File: config.mk
export PLATFORM = sky130hd
export DESIGN_NAME = gbp_queue
export DESIGN_NICKNAME = d
export VERILOG_FILES = /design/src/rtl/gbp_pkg.sv /design/src/rtl/gbp_queue.sv
export SDC_FILE = /design/constraint.sdc
export NUM_CORES = 1
export LEC_CHECK = 0
export BUFFER_PORTS_ARGS = -buffer_cell sky130_fd_sc_hd__buf_2
export CAP_MARGIN = 20
export CELL_PAD_IN_SITES_DETAIL_PLACEMENT = 0
export CELL_PAD_IN_SITES_GLOBAL_PLACEMENT = 1
export CORE_MARGIN = 2
export CORE_UTILIZATION = 53
export DETAILED_ROUTE_END_ITERATION = 16
export GPL_TIMING_DRIVEN = 0
export MAX_ROUTING_LAYER = met4
export PLACE_DENSITY = 0.85
export SLEW_MARGIN = 25
export SYNTH_ARGS = -nofsm -noshare
export SYNTH_HDL_FRONTEND = slang
export SYNTH_SLANG_ARGS = --single-unit
File: constraint.sdc
create_clock -name clk -period 5.2 [get_ports clk]
set_input_delay 0.26 -clock clk [delete_from_list [all_inputs] [get_ports clk]]
set_output_delay 0.26 -clock clk [all_outputs]
set_load 0.03 [all_outputs]
File: src/rtl/gbp_pkg.sv
// ---------------------------------------------------------------------------
// gbp_pkg
// shared constants and types for the gshare branch predictor
// ---------------------------------------------------------------------------
package gbp_pkg;

  // default sizing
  localparam int TABLE_ENTRIES_DEF = 16384;
  localparam int INDEX_WIDTH_DEF   = 14;
  localparam int HISTORY_WIDTH_DEF = 32;

  // widest table slot the parameter range allows (1M entries)
  localparam int SLOT_MAX_W = 20;

  // input item action codes
  localparam logic ACT_PREDICT = 1'b0;
  localparam logic ACT_RESOLVE = 1'b1;

  // qualification threshold on operand count
  localparam logic [7:0] MIN_OPS = 8'd2;

  // saturating counter limits
  localparam logic [1:0] CNT_MIN = 2'b00;
  localparam logic [1:0] CNT_MAX = 2'b11;

  // classified operation handed from front to back
  typedef struct packed {
    logic                  is_update;
    logic                  qual;
    logic                  taken;
    logic [SLOT_MAX_W-1:0] slot;
  } gbp_op_t;

endpackage

File: src/rtl/gbp_queue.sv
// ---------------------------------------------------------------------------
// gbp_queue
// short fifo of classified operations between front and back
// ---------------------------------------------------------------------------
module gbp_queue (
  input  logic             clk,
  input  logic             rst,
  input  logic             push,
  input  gbp_pkg::gbp_op_t push_op,
  output logic             q_ready,
  output logic             q_valid,
  output gbp_pkg::gbp_op_t q_op,
  input  logic             pop
);

  localparam int DEPTH = 4;
  localparam int PTR_W = $clog2(DEPTH);

  gbp_pkg::gbp_op_t entries [DEPTH];
  logic [PTR_W-1:0] wr_ptr;
  logic [PTR_W-1:0] rd_ptr;
  logic [PTR_W:0]   count;
  logic             do_push;
  logic             do_pop;

  assign q_ready = (count != (PTR_W+1)'(DEPTH));
  assign q_valid = (count != '0);
  assign q_op    = entries[rd_ptr];
  assign do_push = push && q_ready;
  assign do_pop  = pop && q_valid;

  always_ff @(posedge clk) begin
    if (rst) begin
      wr_ptr <= '0;
      rd_ptr <= '0;
      count  <= '0;
    end else begin
      if (do_push) begin
        wr_ptr <= wr_ptr + 1'b1;
      end
      if (do_pop) begin
        rd_ptr <= rd_ptr + 1'b1;
      end
      if (do_push && !do_pop) begin
        count <= count + 1'b1;
      end else if (do_pop && !do_push) begin
        count <= count - 1'b1;
      end
    end
  end

  always_ff @(posedge clk) begin
    if (do_push) begin
      entries[wr_ptr] <= push_op;
    end
  end

endmodule

==> impl_metrics.tcl <==
set metrics [dict create \
    synth_top_cell_area_share 0.721 \
    cts-root-buf "clkbuf_8" \
    grt_max_degree 24 \
    cts_max_path_buffers 2 \
    fp-row-count 31 \
    netlist_instances 168 \
    grt_pass1_wl_um 9060 \
    synth_most_common_cell "edfxtp_1" \
    dieHeight_um 89.1 \
    cts_tree "built" \
    detail_route.iter0.violations 77 \
    async_flop_share 0 \
    area_delta_synth_final_pct 14.6 \
    synth_cell_types 25 \
    reg2regPathDepth 8 \
    max_clock_freq_mhz 470 \
    totalWireLength_um 5970 \
    grt_usage 0.170 \
    antenna_found_initial 0 \
    numPortBuffers 50 \
    regToRegEndpoint "count[2]" \
    rsz0062_at_grt "no" \
    worst_path_max_delay_cell "dfxtp_1" \
    fin_nets 262 \
    final.min_clock_period_ns 2.13 \
    hp-class "input pin to flip-flop" \
    synth_common_cells "edfxtp_1 (92), mux4_2 (20), dfxtp_1 (9)" \
    cts_hold_buf 0 \
    clock_latency_ns 0.36 \
    timing.rr.start "count[0]" \
    setup_viol_count_final 0 \
    fin_crit_sh 0.409 \
    drv_slew 0 \
    cap_violations 0 \
    outcome "finished clean" \
    cts.sinks 101 \
    worstPathRequired_ns 5.49 \
    power_density_mw_per_mm2 494 \
    numCtsBuffers 9 \
    wl_per_cell_um 17.9 \
    critPathMaxFanout 7 \
    ant_nets 0 \
    fin_skew_ns 0.00882 \
    drtPass1Iterations 4 \
    synth_seq_cells 101 \
    max_slew_margin 0.568 \
    final_layout_size_suffix_gt1_frac 0.397 \
    synth_seq_area_share 0.768 \
    tightestPinTransition_ns 0.648 \
    synth-edff-count 92 \
    cts_setup_buffers 0 \
    worstHoldStart "push_op[0]" \
    holdPathStages 1 \
    synth.yosys.warnings 0 \
    synth_area_leader_cell "edfxtp_1" \
    initial_core_util 0.537 \
    grt_pass1_vias 1783 \
    syn_area_per_cell_um2 22.8 \
    clkTransAtPathRegs_ns 0.08 \
    vias 1715 \
    slowest_delay_ns 0.49 \
    synthFlopType "edfxtp_1" \
    drc 0 \
    overflow 0 \
    syn_area_mm2 0.00383 \
    start_kind "flip-flop" \
    crit_path_end_kind "flip-flop" \
    crit_path_cell_trace "nor2_2 -> a21boi_4 -> ha_1 -> inv_1 -> fa_1 -> xor2_1 -> or3_1 -> a21oi_1" \
    core_mm2 0.00714 \
    setup-tns-final_ns 0 \
    dpl.hpwl_um 3750 \
    num_antenna_cells 0 \
    leakagePower_nw 1.51 \
    post_drt_via_cell_ratio 5.15 \
    peakVddDrop_mv 0.197 \
    synthTopCellsByArea "edfxtp_1 (72%), mux4_2 (12%), dfxtp_1 (4.7%)" \
    cts_resized 0 \
    final_core_util 0.616 \
    rrSetupSlack_ns 3.07 \
    cp.arrival_ns 2.42 \
    dieArea_mm2 0.00793 \
    syn_nets 201 \
    hold_viol 0 \
    die_w_um 89.1 \
    cts_max_level 3 \
    io-pin-count 52 \
    path_class "flip-flop to flip-flop" \
    globalplace.congestion 0.701 \
    hold_end "entries[2][0]" \
]
==> report_power, final <==
group | internal, W | switching [W]
Clock | 0.000217 | 0.000241
Combinational | 0.000279 | 0.000405
Sequential | 0.000988 | 0.0000403
==> metal layers <==
layer	vias up	wire (um)	track usage
met2	43	3020	0.273
met5	-	0	-
met4	0	80	0.0651
met1	858	2570	0.205
li1	808	-	-
met3	6	295	0.0526
==> worst max-delay path: cells and delay by family, from the launching register on <==
kind / cells / cell delay, ns
flip-flops: 1 / 0.49
AO/OA/AOI/OAI: 2 / 0.38
AND/OR/NAND/NOR: 2 / 0.39
XOR/XNOR: 1 / 0.16
buffers and inverters: 1 / 0.06
adder cells (fa/ha/maj): 2 / 0.59
==> through the flow <==
step / area [um^2] / cells / hold WS, ns / worst slack, ns / total power [W]
after floorplan: 3830 / 168 / 0.359 / 3.22 / 0.00157
after detailed placement: 4210 / 317 / 0.476 / 3.08 / 0.00174
after CTS: 4390 / 333 / 0.0957 / 3.05 / 0.00220
final: 4390 / 333 / 0.117 / 3.07 / 0.00217
after global placement: 4210 / 317 / 0.471 / 2.93 / 0.00173
after global routing: 4390 / 333 / 0.0925 / 2.89 / 0.00228
==> flip-flops by register name, indices dropped and copies added, names as in the netlist, named ones only <==
| signal | count |
|---|---|
| wr_ptr | 2 |
| rd_ptr | 2 |
| entries | 92 |
| count | 3 |
==> cell type report <==
cell class | count | area [um^2]
well taps | 99 | 124
clock buffers | 10 | 128
plain buffers | 6 | 65.1
flip-flops and latches | 101 | 2940
fillers | 533 | 2740
repair buffers | 50 | 250
inverters | 3 | 11.3
clock inverters | 6 | 53.8
multi-input cells | 58 | 820
==> worst max path at each step <==
stage,cells after the start,slack [ns],to,start
4_1_cts,8,3.05,count[2],count[0]
3_5_place_dp,8,3.08,count[2],count[0]
3_3_place_gp,3,2.93,entries[0][12],count[0]
5_1_grt,8,2.89,count[2],count[0]
6_report,8,3.07,count[2],count[0]
2_1_floorplan,8,3.22,count[2],count[0]
==> logic make-up (layout without fill, tap and decap cells) <==
logic type / count (synthesis) / in the layout / synth area share
flip-flops: 101 / 101 / 0.768
adder cells (fa/ha/maj): 6 / 6 / 0.0215
AND/OR/NAND/NOR: 17 / 17 / 0.0225
AO/OA/AOI/OAI: 5 / 5 / 0.0131
multiplexers: 26 / 26 / 0.146
XOR/XNOR: 4 / 4 / 0.00914
buffers and inverters: 9 / 75 / 0.0199
==> placed cells by master, fill, tap and decap left out, drive strengths merged, types with 2 or more instances in the layout <==
cell / n
edfxtp: 92
buf: 55
mux4: 23
clkbuf: 11
dfxtp: 9
nor2: 8
ha: 5
clkinv: 5
and2: 4
xor2: 4
inv: 3
or3: 2
mux2i: 2
nand2b: 2
Note: power is estimated with default switching activity, not from simulation.
