<file path="config.mk">
export PLATFORM = sky130hd
export DESIGN_NAME = gbp_front_flat
export DESIGN_NICKNAME = d
export VERILOG_FILES = /design/src/rtl/gbp_pkg.sv /design/src/rtl/gbp_if.sv /design/src/rtl/gbp_front.sv /design/src/flat_wrapper.sv
export SDC_FILE = /design/constraint.sdc
export NUM_CORES = 1
export LEC_CHECK = 0
export BUFFER_PORTS_ARGS = -buffer_cell sky130_fd_sc_hd__buf_4
export CAP_MARGIN = 0
export CORE_ASPECT_RATIO = 0.9
export CORE_MARGIN = 5
export CORE_UTILIZATION = 40
export DETAILED_ROUTE_END_ITERATION = 10
export HOLD_SLACK_MARGIN = 0.05
export PLACE_DENSITY = 0.71
export RECOVER_POWER = 50
export SLEW_MARGIN = 0
export SYNTH_ARGS = -nofsm -noshare
export SYNTH_HDL_FRONTEND = slang
export SYNTH_SLANG_ARGS = --single-unit
export TNS_END_PERCENT = 1
</file>
<file path="constraint.sdc">
create_clock -name clk -period 1.9 [get_ports clk]
set_input_delay 0.19 -clock clk [delete_from_list [all_inputs] [get_ports clk]]
set_output_delay 0.19 -clock clk [all_outputs]
set_load 0.005 [all_outputs]
</file>
<file path="src/rtl/gbp_pkg.sv">
// ---------------------------------------------------------------------------
// gbp_pkg
// shared constants and types for the gshare branch predictor
// ---------------------------------------------------------------------------
package gbp_pkg;

  // default sizing
  localparam int TABLE_ENTRIES_DEF = 16384;
  localparam int INDEX_WIDTH_DEF   = 14;
  localparam int HISTORY_WIDTH_DEF = 32;

  // widest table slot the parameter range allows (1M entries)
  localparam int SLOT_MAX_W = 20;

  // input item action codes
  localparam logic ACT_PREDICT = 1'b0;
  localparam logic ACT_RESOLVE = 1'b1;

  // qualification threshold on operand count
  localparam logic [7:0] MIN_OPS = 8'd2;

  // saturating counter limits
  localparam logic [1:0] CNT_MIN = 2'b00;
  localparam logic [1:0] CNT_MAX = 2'b11;

  // classified operation handed from front to back
  typedef struct packed {
    logic                  is_update;
    logic                  qual;
    logic                  taken;
    logic [SLOT_MAX_W-1:0] slot;
  } gbp_op_t;

endpackage

</file>
<file path="src/rtl/gbp_if.sv">
// ---------------------------------------------------------------------------
// gbp_if
// valid/ready channels for branch requests and prediction responses
// ---------------------------------------------------------------------------
interface gbp_req_if;
  logic        valid;
  logic        ready;
  logic        action;
  logic [31:0] branch_addr;
  logic        is_cond;
  logic        is_call_br;
  logic        is_ret_br;
  logic [7:0]  op_count;
  logic        outcome_taken;

  modport source (
    output valid, action, branch_addr, is_cond, is_call_br, is_ret_br,
           op_count, outcome_taken,
    input  ready
  );
  modport sink (
    input  valid, action, branch_addr, is_cond, is_call_br, is_ret_br,
           op_count, outcome_taken,
    output ready
  );
endinterface


</file>
<file path="src/rtl/gbp_front.sv">
// ---------------------------------------------------------------------------
// gbp_front
// accepts requests, qualifies them, forms the gshare index and table slot
// ---------------------------------------------------------------------------
module gbp_front #(
  parameter int TABLE_ENTRIES = gbp_pkg::TABLE_ENTRIES_DEF,
  parameter int INDEX_WIDTH   = gbp_pkg::INDEX_WIDTH_DEF,
  parameter int HISTORY_WIDTH = gbp_pkg::HISTORY_WIDTH_DEF
) (
  input  logic             clk,
  input  logic             rst,
  gbp_req_if.sink          req,
  input  logic             clear_busy,
  input  logic             q_ready,
  output logic             push,
  output gbp_pkg::gbp_op_t push_op
);

  localparam int SW = $clog2(TABLE_ENTRIES);
  localparam int SH = (HISTORY_WIDTH > INDEX_WIDTH) ? (HISTORY_WIDTH - INDEX_WIDTH) : 0;

  logic [HISTORY_WIDTH-1:0] history;
  logic [SW-1:0]            saved_slot;
  logic                     a_valid;
  logic                     a_update;
  logic                     a_qual;
  logic                     a_taken;
  logic [INDEX_WIDTH-1:0]   a_idx;
  logic [INDEX_WIDTH-1:0]   idx;
  logic [SW-1:0]            slot_calc;
  logic                     accept;
  logic                     qual;

  assign qual = req.is_cond && !req.is_call_br && !req.is_ret_br &&
                (req.op_count >= gbp_pkg::MIN_OPS);

  // low address bits xor top history bits
  assign idx = req.branch_addr[INDEX_WIDTH-1:0] ^ INDEX_WIDTH'(history >> SH);

  assign push      = a_valid && q_ready;
  assign req.ready = !clear_busy && (!a_valid || q_ready);
  assign accept    = req.valid && req.ready;

  always_ff @(posedge clk) begin
    if (rst) begin
      history    <= '0;
      saved_slot <= '0;
      a_valid    <= 1'b0;
    end else begin
      if (accept) begin
        a_valid <= 1'b1;
      end else if (push) begin
        a_valid <= 1'b0;
      end
      if (accept && req.action == gbp_pkg::ACT_RESOLVE) begin
        history <= {history[HISTORY_WIDTH-2:0], req.outcome_taken};
      end
      if (push && !a_update && a_qual) begin
        saved_slot <= slot_calc;
      end
    end
  end

  always_ff @(posedge clk) begin
    if (accept) begin
      a_update <= (req.action == gbp_pkg::ACT_RESOLVE);
      a_qual   <= qual;
      a_taken  <= req.outcome_taken;
      a_idx    <= idx;
    end
  end

  // index to slot: index modulo table size
  generate
    if ((TABLE_ENTRIES >= (1 << INDEX_WIDTH)) ||
        ((TABLE_ENTRIES & (TABLE_ENTRIES - 1)) == 0)) begin : gen_direct
      assign slot_calc = SW'(a_idx);
    end else begin : gen_recip
      // exact quotient by rounded-up reciprocal, then remainder
      localparam int L   = $clog2(TABLE_ENTRIES);
      localparam int S   = INDEX_WIDTH + L;
      localparam int MW  = INDEX_WIDTH + 2;
      localparam int PW  = INDEX_WIDTH + MW;
      localparam logic [63:0]   M64 = ((64'd1 << S) / 64'(TABLE_ENTRIES)) + 64'd1;
      localparam logic [MW-1:0] MC  = MW'(M64);
      localparam logic [INDEX_WIDTH-1:0] TC = INDEX_WIDTH'(TABLE_ENTRIES);

      logic [PW-1:0]          a_prod;
      logic [PW-S-1:0]        quo;
      logic [INDEX_WIDTH-1:0] quo_t;
      logic [INDEX_WIDTH-1:0] rem;

      always_ff @(posedge clk) begin
        if (accept) begin
          a_prod <= PW'(idx) * PW'(MC);
        end
      end

      assign quo       = a_prod[PW-1:S];
      assign quo_t     = INDEX_WIDTH'(quo) * TC;
      assign rem       = a_idx - quo_t;
      assign slot_calc = SW'(rem);
    end
  endgenerate

  always_comb begin
    push_op           = '0;
    push_op.is_update = a_update;
    push_op.qual      = a_qual;
    push_op.taken     = a_taken;
    push_op.slot      = gbp_pkg::SLOT_MAX_W'(a_update ? saved_slot : slot_calc);
  end

endmodule

</file>
<file path="src/flat_wrapper.sv">
// flat-port wrapper written by rule: the top's interface ports become plain ports
module gbp_front_flat 
#(
  parameter int TABLE_ENTRIES = gbp_pkg::TABLE_ENTRIES_DEF,
  parameter int INDEX_WIDTH   = gbp_pkg::INDEX_WIDTH_DEF,
  parameter int HISTORY_WIDTH = gbp_pkg::HISTORY_WIDTH_DEF
)
  (clk, rst, clear_busy, q_ready, push, push_op, req_valid, req_action, req_branch_addr, req_is_cond, req_is_call_br, req_is_ret_br, req_op_count, req_outcome_taken, req_ready);
  gbp_req_if req_i ();
  input  logic clk;
  input  logic rst;
  input  logic clear_busy;
  input  logic q_ready;
  output logic push;
  output gbp_pkg::gbp_op_t push_op;
  input wire logic [$bits(req_i.valid)-1:0] req_valid;
  input wire logic [$bits(req_i.action)-1:0] req_action;
  input wire logic [$bits(req_i.branch_addr)-1:0] req_branch_addr;
  input wire logic [$bits(req_i.is_cond)-1:0] req_is_cond;
  input wire logic [$bits(req_i.is_call_br)-1:0] req_is_call_br;
  input wire logic [$bits(req_i.is_ret_br)-1:0] req_is_ret_br;
  input wire logic [$bits(req_i.op_count)-1:0] req_op_count;
  input wire logic [$bits(req_i.outcome_taken)-1:0] req_outcome_taken;
  output wire logic [$bits(req_i.ready)-1:0] req_ready;
  assign req_i.valid = req_valid;
  assign req_i.action = req_action;
  assign req_i.branch_addr = req_branch_addr;
  assign req_i.is_cond = req_is_cond;
  assign req_i.is_call_br = req_is_call_br;
  assign req_i.is_ret_br = req_is_ret_br;
  assign req_i.op_count = req_op_count;
  assign req_i.outcome_taken = req_outcome_taken;
  assign req_ready = req_i.ready;
  gbp_front #(.TABLE_ENTRIES(TABLE_ENTRIES), .INDEX_WIDTH(INDEX_WIDTH), .HISTORY_WIDTH(HISTORY_WIDTH)) u_core (.clk(clk), .rst(rst), .req(req_i), .clear_busy(clear_busy), .q_ready(q_ready), .push(push), .push_op(push_op));
endmodule
</file>
==> flow_summary.json, run 1 <==
{
  "wl_per_cell_um": 12.39,
  "overflow": 0,
  "peakVddDrop_v": 0.0004176,
  "postRouteAntennaNets": 0,
  "highest_layer": "met4",
  "p_per_area_nw_per_um2": 897.2,
  "ys_ff_latch": 64,
  "final_area_um2": 3312,
  "yosysSeqAreaShare_pct": 53.04,
  "gp_congestion": 0.6696,
  "period_minus_slack_ns": 1.760,
  "numClockSinks": 64,
  "boundaryPins": 75,
  "cap_violations": 0,
  "port_buffers": 49,
  "die_y_um": 88.47,
  "tns_ns": 0,
  "numCtsBuffers": 9,
  "worstHoldStart": "req_is_call_br",
  "cp-end-kind": "primary output",
  "die_x_um": 97.19,
  "hold_violations": 0,
  "timing.rr.start": "u_core.a_valid",
  "path_max_fanout": 11,
  "drive_above_1_share_pct": 28.03,
  "status": "finished, final reports clean",
  "final-setup-viol-count": 0,
  "cp_data_arrival_time_ns": 1.57,
  "max-slew-margin-rel_pct": 62.50,
  "antenna_found_initial": 0,
  "grt_first_pass_wirelength_um": 8128,
  "p_leak_nw": 1.281,
  "initialDrtViolationCount": 66,
  "areaGrowthSynthToFinish_pct": 21.03,
  "rsz0062_at_grt": "false",
  "synth.distinct_cells": 23,
  "vias": 1698,
  "path_clk_slew_ns": 0.07,
  "start_kind": "flip-flop",
  "synth_area_um2": 2736,
  "post_dp_cell_area_um2": 3084,
  "fmax_mhz": 568.1,
  "clk-insertion-delay-late_ns": 0.33,
  "postSynthCellCount": 236,
  "maxSlewViolCount": 0,
  "dp.final_hpwl_um": 3233,
  "final_cell_count_no_fill": 379,
  "drc": 0,
  "crit_start": "u_core.a_update",
  "worstMarginPinSlew_ns": 0.5625,
  "grt_usage_pct": 11.92,
  "grt_pass1_vias": 1759,
  "period_share_pct": 92.65,
  "nets": 334,
  "ys_warn_count": 0,
  "cts_root_buf": "clkbuf_8",
  "cts_max_level": 3,
  "totalPowerFinal_mw": 2.972,
  "wl_met3_um": 280,
  "wl_um": 4696,
  "grt_start_max_net_pins": 49,
  "diodes": 0,
  "hold_path_class": "primary input to flip-flop",
  "postSynthAreaPerCell_um2": 11.59,
  "initial_core_util_pct": 41.33,
  "die_area_um2": 8597,
  "cp.required_ns": 1.71,
  "dr.pass1.iters": 4,
  "core_um2": 6621,
  "dpl.cell_count": 361,
  "cts_buffer_depth": 2,
  "routed_via_density": 4.480,
  "fin_skew_ns": 0.005112,
  "crit_type": "flip-flop to primary output",
  "num_rows": 28,
  "wl_met1_um": 2017,
  "route.met2.wl_um": 2339,
  "cts_tree": "done"
}
==> layout by cell type, fill, tap and decap left out, types with 6 or more instances in the layout <==
cell type  netlist  layout
clkbuf_8         0       9
nand2b_1        35      35
mux2_2          14      14
conb_1           1       6
a21oi_1         15      15
mux2i_1         32      32
nand2_1         28      28
xor2_1          14      14
buf_4           10      46
dfxtp_1         47      47
edfxtp_1        17      17
==> cells in the mapped netlist <==
master | instances | area [um2]
or4_1 | 1 | 7.510
conb_1 | 1 | 3.750
mux2_2 | 14 | 157.7
nor3b_2 | 1 | 12.51
clkbuf_1 | 3 | 11.26
nand4b_1 | 1 | 8.760
a21oi_1 | 15 | 75.07
nor2_1 | 2 | 7.510
edfxtp_1 | 17 | 510.5
nand2_1 | 28 | 105.1
dfxtp_1 | 47 | 940.9
nand2b_1 | 35 | 219.0
mux2i_1 | 32 | 320.3
buf_12 | 3 | 60.06
buf_2 | 4 | 20.02
and2_1 | 1 | 6.260
buf_4 | 10 | 75.07
xor2_1 | 14 | 122.6
and4b_1 | 1 | 10.01
nor2b_4 | 1 | 13.76
buf_6 | 3 | 33.78
nor4_1 | 1 | 6.260
nor4b_1 | 1 | 8.760
==> what timing repair did <==
item,in CTS,in global routing
gates resized for setup,0,0
hold buffers,2,0
setup buffers,0,0
hold endpoints to repair,2,0
==> where the power goes <==
group / internal, mW / switching [mW]
Clock: 0.860 / 0.490
Combinational: 0.110 / 0.0780
Sequential: 1.42 / 0.0112
Total: 2.39 / 0.579
==> worst max-delay path, stage by stage, from the launching register on <==
cell      delay [ns]
edfxtp_1        0.49
buf_4           0.25
mux2_2          0.36
buf_4           0.14
==> registers in the layout, indices dropped and copies added (netlist names) <==
register,flops
u_core.a_qual,1
u_core.a_taken,1
u_core.history,32
u_core.saved_slot,14
u_core.a_update,1
u_core.a_valid,1
u_core.a_idx,14
==> final timing paths <==
check / endpoint / slack [ns] / depth (start not counted)
worst max-delay path: push_op[11] / 0.14 / 3
worst min-delay path: u_core.a_qual / 0.14 / 2
worst max register to register: u_core.history[27] / 0.25 / 4
worst min register to register: u_core.saved_slot[12] / 0.45 / 2
==> layout make-up <==
cell class              instances  area, um2
clock buffers                   9      123.9
clock inverters                 7      110.1
fillers                       602       3309
multi-input cells             154       1102
flip-flops and latches         64       1451
well taps                      90      112.6
repair buffers                 55      411.6
==> kinds of logic (layout without fill, tap and decap cells) <==
kind of cell | after synthesis | count (layout) | synth area share, %
mux | 46 | 46 | 17.47
other cells | 1 | 6 | 0.1370
buf+inv | 23 | 71 | 7.316
xor+xnor | 14 | 14 | 4.481
flops | 64 | 64 | 53.04
compound gates | 15 | 15 | 2.743
simple gates | 73 | 73 | 14.82
==> through the flow <==
step | utilization, % | hold slack, ns | worst slack [ns]
2_1_floorplan | - | 0.2889 | 0.3100
5_1_grt | 50.02 | 0.1166 | 0.05000
4_1_cts | 50.42 | 0.1105 | 0.09769
6_report | 50.02 | 0.1369 | 0.1397
3_5_place_dp | 46.58 | 0.3806 | 0.4246
3_3_place_gp | 46.58 | 0.3819 | 0.4305
==> per-layer routing <==
metal	vias up	track usage, %
met5	-	0
met4	0	4.592
met3	8	4.334
met2	39	20.05
met1	773	14.16
li1	878	-
No activity file was read; power rests on OpenSTA's default activity.
==> run 2: changes to the inputs <==
--- a/config.mk
+++ b/config.mk
@@ -7,12 +7,15 @@
 export LEC_CHECK = 0
 export BUFFER_PORTS_ARGS = -buffer_cell sky130_fd_sc_hd__buf_4
 export CAP_MARGIN = 0
+export CELL_PAD_IN_SITES_DETAIL_PLACEMENT = 0
+export CELL_PAD_IN_SITES_GLOBAL_PLACEMENT = 1
 export CORE_ASPECT_RATIO = 0.9
 export CORE_MARGIN = 5
 export CORE_UTILIZATION = 40
+export CTS_BUF_LIST = sky130_fd_sc_hd__clkbuf_16
 export DETAILED_ROUTE_END_ITERATION = 10
 export HOLD_SLACK_MARGIN = 0.05
-export PLACE_DENSITY = 0.71
+export PLACE_DENSITY = 0.86
 export RECOVER_POWER = 50
 export SLEW_MARGIN = 0
 export SYNTH_ARGS = -nofsm -noshare
==> run 2 against run 1 <==
Highest routed layer unchanged; hold slack got worse by 0.029 ns; first-iteration DRC count decreased by 4.5%; register-to-register slack improved by 0.07 ns.
==> flow_summary.json, run 2 (synthesized netlist as in run 1, its figures left out) <==
{
  "hold_path_class": "primary input to flip-flop",
  "cts_max_level": 3,
  "max-slew-margin-rel_pct": 61.53,
  "ff2ff_setup_slack_ns": 0.32,
  "numCtsBuffers": 9,
  "clk-insertion-delay-late_ns": 0.32,
  "diodes": 0,
  "post-cts-setup-buffer-count": 0,
  "gp_congestion": 0.6935,
  "drive_above_1_share_pct": 26.22,
  "largest_register_ffs": 32,
  "antenna_found_initial": 0,
  "finalWorstSetupSlack_ns": 0.1409,
  "vias": 1704,
  "rsz0062_at_grt": "false",
  "overflow": 0,
  "worstMarginPinSlew_ns": 0.5770,
  "path_clk_slew_ns": 0.05,
  "fmax_mhz": 568.5,
  "final_cell_count_no_fill": 376,
  "path_buf_inv": 2,
  "period_share_pct": 92.58,
  "status": "finished, final reports clean",
  "period_minus_slack_ns": 1.759,
  "cap_violations": 0,
  "cp.required_ns": 1.71,
  "final_common_cell": "dfxtp_1",
  "peakVddDrop_v": 0.0004406,
  "core_um2": 6621,
  "start_kind": "flip-flop",
  "port_buffers": 49,
  "crit_type": "flip-flop to primary output",
  "multi_input_area_um2": 1102,
  "cpMostUsedCell": "buf_4",
  "cts_buffer_depth": 2,
  "dpl.cell_count": 361,
  "cts_resized": 0,
  "grt_pass1_vias": 1661,
  "die_y_um": 88.47,
  "crit_family": "flip-flops",
  "cts_tree": "done",
  "path_max_fanout": 11,
  "routed_via_density": 4.532,
  "fin_skew_ns": 0.004633,
  "num_rows": 28,
  "tns_ns": 0,
  "grt_usage_pct": 11.81,
  "ff_latch_area_um2": 1451,
  "drc": 0,
  "hold_buffers": 0,
  "grt_first_pass_wirelength_um": 7852,
  "areaGrowthSynthToFinish_pct": 20.67,
  "die_x_um": 97.19,
  "dp.final_hpwl_um": 3230,
  "p_leak_nw": 1.291,
  "largest-register": "u_core.history",
  "p_per_area_nw_per_um2": 901.1,
  "initialDrtViolationCount": 63,
  "layout_common_cells": "47 x dfxtp_1, 45 x buf_4, 35 x nand2b_1",
  "dr.pass1.iters": 4,
  "numClockSinks": 64,
  "wl_per_cell_um": 12.61,
  "grt_start_max_net_pins": 49,
  "hold_violations": 0,
  "cts_root_buf": "clkbuf_16",
  "cp-end-kind": "primary output",
  "place_ws_ns": 0.3841,
  "nets": 332,
  "maxSlewViolCount": 0,
  "path_cells": "buf_4 -> mux2_2 -> buf_4",
  "final-setup-viol-count": 0,
  "postRouteAntennaNets": 0,
  "die_area_um2": 8597,
  "wl_um": 4742,
  "initial_core_util_pct": 41.33,
  "num-fill-cells": 595,
  "cp_slowest_cell": "edfxtp_1",
  "largestRegisters": "u_core.history x32, u_core.a_idx x14, u_core.saved_slot x14",
  "boundaryPins": 75,
  "whs_ns": 0.1080,
  "slowest_delay_ns": 0.49,
  "cp_data_arrival_time_ns": 1.57
}
run 2: cell types whose count changed in the layout (fill, tap and decap cells not counted), moves of 2 or more:
cell,previous run,this run
clkbuf_16,0,9
dlygate4sd3_1,2,0
clkbuf_8,9,0
inv_1,0,4
bufinv_16,3,0
run 2: final timing paths:
check	endpoint	depth (start not counted)	startpoint
max	push_op[11]	3	u_core.a_update
min	u_core.a_update	1	req_action
max reg2reg	u_core.history[2]	4	u_core.a_valid
min reg2reg	u_core.saved_slot[8]	2	u_core.saved_slot[8]
run 2: metal layers:
layer	track usage, %	part of all wire, %
met3	3.940	4.9
met5	0	0
met4	6.888	2.0
met2	18.67	49
met1	14.29	44
run 2: through the flow:
stage | cell area [um2] | utilization, % | power, mW
final | 3302 | 49.87 | 2.975
after global placement | 3084 | 46.58 | 1.656
after global routing | 3302 | 49.87 | 3.105
after CTS | 3332 | 50.32 | 3.024
after detailed placement | 3084 | 46.58 | 1.659
after floorplan | 2755 | - | 1.581
run 2: cell type report:
type	instances	share of cell area, %
sequential	64	43.96
multi-input combinational	154	33.38
tap	90	3.410
clock buffer	9	6.821
timing repair buffer	53	11.75
clock inverter	6	0.6821
run 2: power by group:
| group | total, mW | switching (mW) | internal [mW] |
|---|---|---|---|
| combinational | 0.185 | 0.0785 | 0.107 |
| clock | 1.35 | 0.509 | 0.843 |
| sequential | 1.44 | 0.0114 | 1.43 |
| total | 2.98 | 0.599 | 2.38 |
==> run 3: changes to the inputs <==
--- a/config.mk
+++ b/config.mk
@@ -9,7 +9,7 @@
 export CAP_MARGIN = 0
 export CELL_PAD_IN_SITES_DETAIL_PLACEMENT = 0
 export CELL_PAD_IN_SITES_GLOBAL_PLACEMENT = 1
-export CORE_ASPECT_RATIO = 0.9
+export CORE_ASPECT_RATIO = 1.4
 export CORE_MARGIN = 5
 export CORE_UTILIZATION = 40
 export CTS_BUF_LIST = sky130_fd_sc_hd__clkbuf_16
==> run 3 against run 2 <==
Register-to-register slack worse by 0.04 ns; clock skew hardly changed; non-clock buffer count is 1 higher; combinational power hardly changed; critical path depth stayed put; fmax is 2.9% higher; sequential power hardly changed; largest power group is now clock; first-iteration DRC count is 14% higher; die area is 0.24% higher; core utilization is 0.77 points higher.
==> flow_summary.json, run 3 (synthesized netlist as in run 1, its figures left out) <==
{
  "status": "finished, final reports clean",
  "maxSlewViolCount": 0,
  "cts_max_level": 3,
  "hold_buffers": 0,
  "crit_start": "u_core.a_update",
  "path_buf_inv": 2,
  "numCtsBuffers": 9,
  "grt_usage_pct": 12.10,
  "hold_violations": 0,
  "power_frac_comb_pct": 5.9,
  "largest_register_ffs": 32,
  "antenna_found_initial": 0,
  "period_minus_slack_ns": 1.710,
  "cts_buffer_depth": 2,
  "die_area_um2": 8618,
  "post-cts-setup-buffer-count": 0,
  "final-setup-viol-count": 0,
  "period_share_pct": 90.01,
  "diodes": 0,
  "cts_resized": 0,
  "largest-register": "u_core.history",
  "cap_violations": 0,
  "path_clk_slew_ns": 0.05,
  "cp_slowest_cell": "edfxtp_1",
  "max-slew-margin-rel_pct": 60.68,
  "largestRegisters": "u_core.history x32, u_core.a_idx x14, u_core.saved_slot x14",
  "rsz0062_at_grt": "false",
  "tns_ns": 0,
  "cpMostUsedCell": "buf_4",
  "switching_share_pct": 20.04,
  "drive_above_1_share_pct": 27.78,
  "peakVddDrop_v": 0.0006193,
  "drc": 0,
  "grt_first_pass_wirelength_um": 8086,
  "initial_core_util_pct": 41.38,
  "cp.required_ns": 1.71,
  "timing.rr.start": "u_core.a_valid",
  "fin_skew_ns": 0.004496,
  "dr.pass1.iters": 4,
  "clk-insertion-delay-late_ns": 0.32,
  "initialDrtViolationCount": 72,
  "routed_via_density": 4.482,
  "worstHoldStart": "req_action",
  "areaGrowthSynthToFinish_pct": 22.36,
  "core_um2": 6613,
  "whs_ns": 0.1007,
  "num_rows": 35,
  "grt_pass1_vias": 1741,
  "postRouteAntennaNets": 0,
  "layout_common_cells": "47 x dfxtp_1, 45 x buf_4, 35 x nand2b_1",
  "cts_root_buf": "clkbuf_16",
  "p_leak_nw": 1.293,
  "cell_internal_pwr_mw": 2.531,
  "clock_power_share_pct": 48.7,
  "final_common_cell": "dfxtp_1",
  "path_max_fanout": 12,
  "overflow": 0,
  "dp.final_hpwl_um": 3267,
  "port_buffers": 49,
  "grt_start_max_net_pins": 49,
  "die_x_um": 79.90,
  "crit_family": "flip-flops",
  "hold_path_class": "primary input to flip-flop",
  "boundaryPins": 75,
  "worstMarginPinSlew_ns": 0.5898,
  "cp_data_arrival_time_ns": 1.52,
  "cts_tree": "done",
  "vias": 1703,
  "p_seq_share_pct": 45.4,
  "wl_um": 4846,
  "numClockSinks": 64,
  "crit_type": "flip-flop to primary output",
  "die_y_um": 107.9,
  "power_switching_uw": 634.2,
  "path_cells": "buf_4 -> mux2_2 -> buf_4",
  "cp-end-kind": "primary output",
  "slowest_delay_ns": 0.45,
  "gp_congestion": 0.6912,
  "p_per_area_nw_per_um2": 945.4,
  "wl_per_cell_um": 12.75,
  "start_kind": "flip-flop",
  "nets": 333,
  "fmax_mhz": 584.7
}
[run 3: cell types whose count changed in the layout (fill, tap and decap cells not counted)]
cell	delta
clkinv_2	+2
bufinv_16	+1
clkinvlp_4	+2
inv_1	-4
clkbuf_1	+1
[run 3: power groups by stage]
stage,clock (mW),sequential [mW],combinational [mW]
after floorplan,0,1.46,0.121
after global placement,0,1.46,0.196
after detailed placement,0,1.46,0.197
after CTS,1.59,1.44,0.198
after global routing,1.65,1.44,0.204
final,1.54,1.44,0.187
[run 3: worst register-to-register path: stages, from the launching register on]
cell,delay [ns]
dfxtp_1,0.33
nor2b_1,0.19
nor3b_4,0.19
clkbuf_4,0.53
mux2i_1,0.30
[run 3: metal layers]
| metal | share of wire [%] | vias up | global-route usage (%) |
|---|---|---|---|
| li1 | - | 877 | - |
| met1 | 41 | 790 | 14.41 |
| met2 | 53 | 28 | 20.14 |
| met3 | 4.0 | 8 | 2.429 |
| met4 | 2.0 | 0 | 6.522 |
| met5 | 0 | - | 0 |
[run 3: cell type report]
| type | instances | area (um2) |
|---|---|---|
| Fill cell | 599 | 3264 |
| Sequential cell | 64 | 1451 |
| Multi-Input combinational cell | 154 | 1102 |
| Tap cell | 92 | 115.1 |
| Clock inverter | 7 | 62.56 |
| Clock buffer | 9 | 225.2 |
| Timing Repair Buffer | 54 | 391.6 |
[run 3: worst paths after layout]
kind                                              to  slack (ns)  depth (start not counted)
worst max-delay path                     push_op[12]        0.19                          3
worst min-delay path                 u_core.a_update        0.10                          1
worst max register to register    u_core.history[23]        0.28                          4
worst min register to register  u_core.saved_slot[6]        0.45                          2
[run 3: per-stage QoR]
step / setup slack [ns] / area, um2 / cells / power, mW / util, %
2_1_floorplan: 0.3100 / 2755 / 241 / 1.581 / -
3_3_place_gp: 0.4364 / 3094 / 364 / 1.658 / 46.79
3_5_place_dp: 0.4067 / 3094 / 364 / 1.660 / 46.79
4_1_cts: 0.1560 / 3382 / 380 / 3.223 / 51.14
5_1_grt: 0.1090 / 3348 / 380 / 3.295 / 50.63
6_report: 0.1897 / 3348 / 380 / 3.165 / 50.63
